## config.mk

```make
export PLATFORM = sky130hd
export DESIGN_NAME = hotp_datapath
export DESIGN_NICKNAME = d
export VERILOG_FILES = /design/src/hdl/hotp_pkg.sv /design/src/hdl/hotp_datapath.sv
export SDC_FILE = /design/constraint.sdc
export NUM_CORES = 2
export LEC_CHECK = 0
export BUFFER_PORTS_ARGS = -buffer_cell sky130_fd_sc_hd__buf_2
export CAP_MARGIN = 15
export CELL_PAD_IN_SITES_DETAIL_PLACEMENT = 1
export CELL_PAD_IN_SITES_GLOBAL_PLACEMENT = 2
export CORE_MARGIN = 10
export CORE_UTILIZATION = 40
export CTS_BUF_LIST = sky130_fd_sc_hd__clkbuf_4
export DETAILED_ROUTE_END_ITERATION = 16
export MAX_ROUTING_LAYER = met4
export PLACE_DENSITY_LB_ADDON = 0.25
export SETUP_SLACK_MARGIN = 0.15
export SLEW_MARGIN = 20
export SYNTH_ARGS = -nofsm -noshare
export SYNTH_HDL_FRONTEND = slang
export SYNTH_SLANG_ARGS = --single-unit
```

## constraint.sdc

```tcl
create_clock -name clock -period 10.3 [get_ports clock]
set_input_delay 1.03 -clock clock [delete_from_list [all_inputs] [get_ports clock]]
set_output_delay 1.03 -clock clock [all_outputs]
set_load 0.005 [all_outputs]
```

## src/hdl/hotp_pkg.sv

```systemverilog
// ----------------------------------------------------------------------------
// hotp_pkg
// Types and constants shared by the HOTP checker modules.
// ----------------------------------------------------------------------------
package hotp_pkg;

   typedef struct packed {
      logic [63:0] first_counter;
      logic [3:0]  tries;
      logic [19:0] candidate_code;
   } req_type;

   typedef struct packed {
      logic        valid_res;
      logic [2:0]  matched_offset;
      logic [19:0] computed_code;
   } rsp_type;

   localparam logic [0:0] CSR_KEY_HIGH = 1'd0;
   localparam logic [0:0] CSR_KEY_LOW  = 1'd1;

   localparam logic [7:0] IPAD_BYTE = 8'h36;
   localparam logic [7:0] OPAD_BYTE = 8'h5c;

   localparam logic [159:0] SHA1_IV =
      160'h67452301_EFCDAB89_98BADCFE_10325476_C3D2E1F0;

   // Block selector: which of the four compressions of one HMAC runs
   localparam logic [1:0] BLK_IPAD  = 2'd0;
   localparam logic [1:0] BLK_INNER = 2'd1;
   localparam logic [1:0] BLK_OPAD  = 2'd2;
   localparam logic [1:0] BLK_OUTER = 2'd3;

   // Commands from the controller to the datapath
   typedef struct packed {
      logic       load;       // latch request payload
      logic       blk_start;  // load schedule and working vars for block blk
      logic [1:0] blk;
      logic       round;      // run one SHA-1 round
      logic       blk_end;    // fold working vars into chaining value
      logic       trunc;      // dynamic truncation of the digest
      logic       mod_start;  // start modulo reduction
      logic       mod_step;   // one reduction step (quotient times modulus, subtract, correct)
      logic       next_ctr;   // advance to next counter
   } cmd_type;

   typedef struct packed {
      logic round_last;
      logic mod_last;
      logic match;
      logic last_try;
   } sts_type;

   function automatic logic [31:0] rotl(input logic [31:0] x, input logic [4:0] n);
      logic [63:0] d;
      d = {x, x} << n;
      return d[63:32];
   endfunction

endpackage

```

## src/hdl/hotp_datapath.sv

```systemverilog
// ----------------------------------------------------------------------------
// hotp_datapath
// SHA-1 round engine with rolling message schedule, HMAC block formatting,
// dynamic truncation and a reciprocal-multiply modulo reducer.
// ----------------------------------------------------------------------------
module hotp_datapath #(
   parameter int MAX_TRIES    = 8,
   parameter int CODE_MODULUS = 1000000
) (
   input  logic                  clock,
   input  logic [15:0]           key_high,
   input  logic [63:0]           key_low,
   input  hotp_pkg::req_type     req_data,
   input  hotp_pkg::cmd_type     cmd,
   output hotp_pkg::sts_type     sts,
   output hotp_pkg::rsp_type     result
);
   localparam int OFS_W = (MAX_TRIES > 1) ? $clog2(MAX_TRIES) : 1;
   localparam int MOD_W = $clog2(CODE_MODULUS + 1);
   localparam logic [31:0] MOD32 = 32'(CODE_MODULUS);
   // floor(2^32 / modulus): quotient estimate is low by at most one
   localparam logic [31:0] RECIP = 32'((64'd1 << 32) / 64'(CODE_MODULUS));

   logic [63:0]  ctr_ff;
   logic [6:0]   tries_ff;
   logic [19:0]  cand_ff;
   logic [OFS_W-1:0] ofs_ff;
   logic [159:0] h_ff, inner_ff;
   logic [31:0]  a_ff, b_ff, c_ff, d_ff, e_ff;
   logic [31:0]  w_ff [16];
   logic [6:0]   rnd_ff;
   logic         mcnt_ff;
   logic [30:0]  trunc_ff;
   logic [62:0]  prod_ff;
   logic [31:0]  qm_ff;
   logic [MOD_W-1:0] code_ff;

   // key padded to 512 bits
   logic [511:0] keyblk, padblk, msgblk;
   assign keyblk = {key_high, key_low, 432'd0};

   always_comb begin
      padblk = '0;
      for (int i = 0; i < 64; i++) begin
         padblk[8*i +: 8] = keyblk[8*i +: 8] ^
                            ((cmd.blk == hotp_pkg::BLK_IPAD) ? hotp_pkg::IPAD_BYTE
                                                            : hotp_pkg::OPAD_BYTE);
      end
      unique case (cmd.blk)
         hotp_pkg::BLK_IPAD, hotp_pkg::BLK_OPAD: msgblk = padblk;
         // counter, 0x80, length 576 bits
         hotp_pkg::BLK_INNER: msgblk = {ctr_ff, 8'h80, 376'd0, 64'd576};
         // inner digest, 0x80, length 672 bits
         default: msgblk = {inner_ff, 8'h80, 280'd0, 64'd672};
      endcase
   end

   // round logic
   logic [31:0] f, k, t, wnew, wcur;
   assign wcur = w_ff[0];
   assign wnew = hotp_pkg::rotl(w_ff[13] ^ w_ff[8] ^ w_ff[2] ^ w_ff[0], 5'd1);
   always_comb begin
      priority if (rnd_ff < 7'd20) begin
         f = (b_ff & c_ff) | (~b_ff & d_ff); k = 32'h5A827999;
      end else if (rnd_ff < 7'd40) begin
         f = b_ff ^ c_ff ^ d_ff; k = 32'h6ED9EBA1;
      end else if (rnd_ff < 7'd60) begin
         f = (b_ff & c_ff) | (b_ff & d_ff) | (c_ff & d_ff); k = 32'h8F1BBCDC;
      end else begin
         f = b_ff ^ c_ff ^ d_ff; k = 32'hCA62C1D6;
      end
      t = hotp_pkg::rotl(a_ff, 5'd5) + f + e_ff + k + wcur;
   end

   logic [159:0] hsum, hstart;
   assign hsum = {h_ff[159:128] + a_ff, h_ff[127:96] + b_ff, h_ff[95:64] + c_ff,
                  h_ff[63:32] + d_ff, h_ff[31:0] + e_ff};
   assign hstart = (cmd.blk == hotp_pkg::BLK_IPAD || cmd.blk == hotp_pkg::BLK_OPAD)
                   ? hotp_pkg::SHA1_IV : h_ff;

   // truncation of the outer digest (held in h_ff)
   logic [3:0]  toff;
   logic [31:0] tword;
   assign toff  = h_ff[3:0];
   assign tword = h_ff[159 - 8*toff -: 32];

   // remainder candidate lies in [0, 2 * modulus)
   logic [31:0] mdiff, mfix;
   assign mdiff = {1'b0, trunc_ff} - qm_ff;
   assign mfix  = (mdiff >= MOD32) ? (mdiff - MOD32) : mdiff;

   always_ff @(posedge clock) begin
      if (cmd.load) begin
         ctr_ff   <= req_data.first_counter;
         cand_ff  <= req_data.candidate_code;
         ofs_ff   <= '0;
         if (req_data.tries == 4'd0)
            tries_ff <= 7'd1;
         else if (7'(req_data.tries) > 7'(MAX_TRIES))
            tries_ff <= 7'(MAX_TRIES);
         else
            tries_ff <= 7'(req_data.tries);
      end
      if (cmd.next_ctr) begin
         ctr_ff <= ctr_ff + 64'd1;
         ofs_ff <= ofs_ff + OFS_W'(1);
      end
      if (cmd.blk_start) begin
         for (int i = 0; i < 16; i++) w_ff[i] <= msgblk[511 - 32*i -: 32];
         {a_ff, b_ff, c_ff, d_ff, e_ff} <= hstart;
         h_ff   <= hstart;
         rnd_ff <= '0;
      end else if (cmd.round) begin
         for (int i = 0; i < 15; i++) w_ff[i] <= w_ff[i+1];
         w_ff[15] <= wnew;
         e_ff <= d_ff; d_ff <= c_ff; c_ff <= hotp_pkg::rotl(b_ff, 5'd30);
         b_ff <= a_ff; a_ff <= t;
         rnd_ff <= rnd_ff + 7'd1;
      end
      if (cmd.blk_end) begin
         h_ff <= hsum;
         if (cmd.blk == hotp_pkg::BLK_INNER) inner_ff <= hsum;
      end
      if (cmd.trunc) trunc_ff <= tword[30:0];
      if (cmd.mod_start) begin
         prod_ff <= {32'd0, trunc_ff} * {31'd0, RECIP};
         mcnt_ff <= 1'b0;
      end else if (cmd.mod_step) begin
         // quotient times modulus, then subtract and correct once
         qm_ff   <= {1'b0, prod_ff[62:32]} * MOD32;
         code_ff <= MOD_W'(mfix);
         mcnt_ff <= 1'b1;
      end
   end

   logic [6:0] ofs_next;
   assign ofs_next = 7'(ofs_ff) + 7'd1;

   assign sts.round_last = (rnd_ff == 7'd79);
   assign sts.mod_last   = mcnt_ff;
   assign sts.match      = ({{(64-MOD_W){1'b0}}, code_ff} == {44'd0, cand_ff});
   assign sts.last_try   = (ofs_next >= tries_ff);

   assign result.valid_res      = sts.match;
   assign result.matched_offset = sts.match ? 3'(ofs_ff) : 3'd0;
   assign result.computed_code  = 20'(code_ff);
endmodule

```

==> impl_results.md <==
* Status: complete, no violations
* Register area share after synthesis at about 47%
* Setup CP Type: reg2reg
* Worst min path class: in2reg
* H-tree depth at 5
* Hold Fails Final Rpt at 0
* EDFF count, synth at between 1k and 1.5k
* Filler Cells Inserted at 20.61k
* Slowest CP cell: nand2_1
* Clock Latency Late Sink at about 1.4 ns
* Post-Syn Area at roughly 75,000 um^2
* DIE WIDTH at 452.6 um
* R2R cell count at 24
* Post-synth top flop: edfxtp_1
* FFs w/ async S/R, synth at 0%
* Slew HR at 16.57%
* Area fraction of the dominant cell type after synthesis at a little under half
* Routability cong. at 0.9574
* Starting Density at between 40% and 50%
* GRT Overall Usage at between 20 and 30%
* YS warnings at 0
* Gate Count Post-Synth at about 7.1k
* Crit path DAT at 9.46 ns
* Critical Path RT at 11.40 ns
* Worst setup startpoint: rnd_ff[4]$_SDFFE_PP0P_
* RSZ-0062 raised after global routing: false
* Post-route minimum period at about 8.4 ns
* Via density per instance at roughly 5.8
* Final period utilization at between 80% and 90%
* CP Buf/Inv Count at 4
* DR WL met3 at 19.85 mm
* CP delay by family, top: compound AO/OA/AOI/OAI gates
* Postcts setup bufs at 0
* DR DRC count at 0
* I/O Pins at 207
* Fraction of layout cells with a size suffix above 1 at roughly 12%
* Drt first pass iters at 6
* Worst-Margin Slew at roughly 1.2 ns
* Resize count post-CTS at 0
* Synth cell types at around 80
* Die area at 204,800 um^2
* Post-route clock skew at roughly 0.13 ns
* Post-DP HPWL at approximately 220 mm
* Avg WL per Cell at about 28 um
* CP Depth at 24
* Crit Path Max Fanout at 18
* Met2 wire length at around 130 mm
* Cell mode on critical path: fa_1
* Die Span Y at roughly 450 um
* Fmax at around 0.12 GHz
* Core area at around 190,000 um^2
* Synth top area cells: edfxtp_1 47%, ha_1 7.7%, fa_1 6.3%
* Syn Area/Cell at about 10 um^2
* Final ANT Viol Nets at 0
* Cell Rows at roughly 160
* Routed metal-1 wirelength at 131.1 mm
* First-pass GRT wire length at roughly 420 mm
* Initial antenna violation count at 35
* WHS Path Cells at 2
* Yosys reg bits at ~1.2k
* Min-delay src: cmd[2]
* # Max-Cap Violations at 0
* TritonCTS clock tree: done
* CP endpoint kind: flop
* Finished Core Util at 44.84%
* CTS Buffer Depth at 4
* Largest net degree at the start of global routing at approximately 150
* Clk sinks at approximately 1.2k
* Root buffer cell: clkbuf_4
* Clk slew on worst S/H paths at roughly 0.06 ns
* Syn-to-layout area delta at 11.33%
* CP max stage delay at 0.68 ns
* Routed WL at 290.4 mm
* I/O Buffers at approximately 210
* Crit-path cells: a41oi_1, nand2_1, nand2_1, buf_4, clkinv_1, a221oi_1, fa_1, fa_1, fa_1, inv_1, ha_1, inv_1, fa_1, nor2b_1, o21ai_0, a21boi_0, nor3_1, o31ai_1, a21o_1, a21oi_1, o2111ai_1, a31oi_1, xnor2_1, o21ai_0
* Syn_nets at roughly 8.0k
* Final Slew Violations at 0
* Vias in the first global route at between 50k and 60k
* Setup_tns at 0 ns
* Final Setup Violations at 0
* Crit path launch type: flop
* Cts bufs inserted at ~350
* Cell taking the most area after synthesis: edfxtp_1
* Reg-to-Reg Start: rnd_ff[4]$_SDFFE_PP0P_
* Nets@finish at 8,385
* Top sig layer: met4
* Total number of vias at 59.00k
* Remaining global-route overflow at 0
* First DRT Iteration DRCs at approximately 5.8k
-- cells in the mapped netlist (all sizes together) (26+ instances only) --
| cell | number |
|---|---|
| edfxtp | 1172 |
| nor2 | 718 |
| inv | 662 |
| nand2 | 534 |
| o21ai | 533 |
| a21oi | 515 |
| ha | 462 |
| clkbuf | 306 |
| xnor2 | 249 |
| fa | 237 |
| a21o | 211 |
| nand3 | 174 |
| xor2 | 167 |
| o21a | 110 |
| mux2i | 96 |
| nor2b | 95 |
| and2 | 63 |
| and3 | 57 |
| o211ai | 57 |
| buf | 56 |
| nor3 | 54 |
| a211oi | 53 |
| o31ai | 46 |
| a31oi | 43 |
| o22ai | 40 |
| nand4 | 39 |
| mux2 | 37 |
| mux4 | 36 |
| nand2b | 36 |
| a221oi | 27 |
| a221o | 26 |
-- routing by layer --
| layer | track usage, % | vias to the layer above |
|---|---|---|
| li1 | - | 26240 |
| met3 | 3.920 | 419 |
| met4 | 8.707 | 0 |
| met1 | 40.02 | 30150 |
| met5 | - | - |
| met2 | 42.84 | 2196 |
-- logic make-up (layout without fill, tap and decap cells) --
family / Yosys count / in the layout / share of synthesized area (%)
compound gates: 1809 / 1809 / 14.91
xor+xnor: 416 / 416 / 4.868
fa+ha+maj: 699 / 699 / 14.06
buf+inv: 1027 / 1582 / 5.167
flops: 1180 / 1180 / 47.24
mux: 169 / 169 / 2.924
other cells: 0 / 22 / 0
simple gates: 1835 / 1835 / 10.83
-- timing repair --
item,in CTS,in global routing
endpoints found under the hold margin,90,0
setup endpoints to repair,0,0
hold buffers,91,0
-- stage by stage --
step	cells	area, um^2	hold slack (ns)	setup slack (ns)
final	10190	83330	0.1228	1.941
after global routing	10180	83300	0.05773	1.321
after CTS	10170	83250	0.03001	1.987
after detailed placement	9540	78420	0.4614	2.067
after global placement	9540	78410	0.4429	2.055
after floorplan	7135	74850	0.4391	3.104
-- state kept, by name, summed over array words and instances, names as in the netlist --
register,count
d_ff,32
cand_ff,20
code_ff,20
ctr_ff,64
qm_ff,26
b_ff,32
rnd_ff,7
prod_ff,12
e_ff,32
h_ff,160
trunc_ff,31
ofs_ff,3
c_ff,32
w_ff,512
tries_ff,4
a_ff,32
inner_ff,160
mcnt_ff,1
-- cells in the final DEF, fill, tap and decap left out, types with 110 or more instances in the layout --
cell type / n
a21o_1: 211
o21a_1: 110
nand3_1: 174
fa_1: 237
buf_2: 204
o21ai_0: 531
a21oi_1: 514
xor2_1: 167
clkbuf_4: 490
nand2_1: 532
xnor2_1: 249
nor2_1: 717
edfxtp_1: 1172
ha_1: 459
inv_1: 660
-- worst paths after layout --
kind | end | slack [ns]
worst max-delay path | a_ff[31]$_DFFE_PP_ | 1.94
worst min register to register | w_ff[1][39]$_SDFFCE_PN0P_ | 0.47
worst max register to register | a_ff[31]$_DFFE_PP_ | 1.94
worst min-delay path | mcnt_ff$_SDFFE_PP0P_ | 0.12
-- layout make-up --
| type | instances | area, um^2 | area share (%) |
|---|---|---|---|
| tap | 2480 | 3103 | 3.724 |
| timing repair buffer | 379 | 2653 | 3.183 |
| multi-input combinational | 4928 | 35740 | 42.89 |
| clock inverter | 48 | 244.0 | 0.2928 |
| sequential | 1180 | 35350 | 42.43 |
| clock buffer | 490 | 3679 | 4.415 |
| antenna | 22 | 55.05 | 0.06607 |
| inverter | 665 | 2504 | 3.005 |
Power is not shown: default switching activity piles up to over one toggle a cycle in this logic, so the estimate is an artifact.
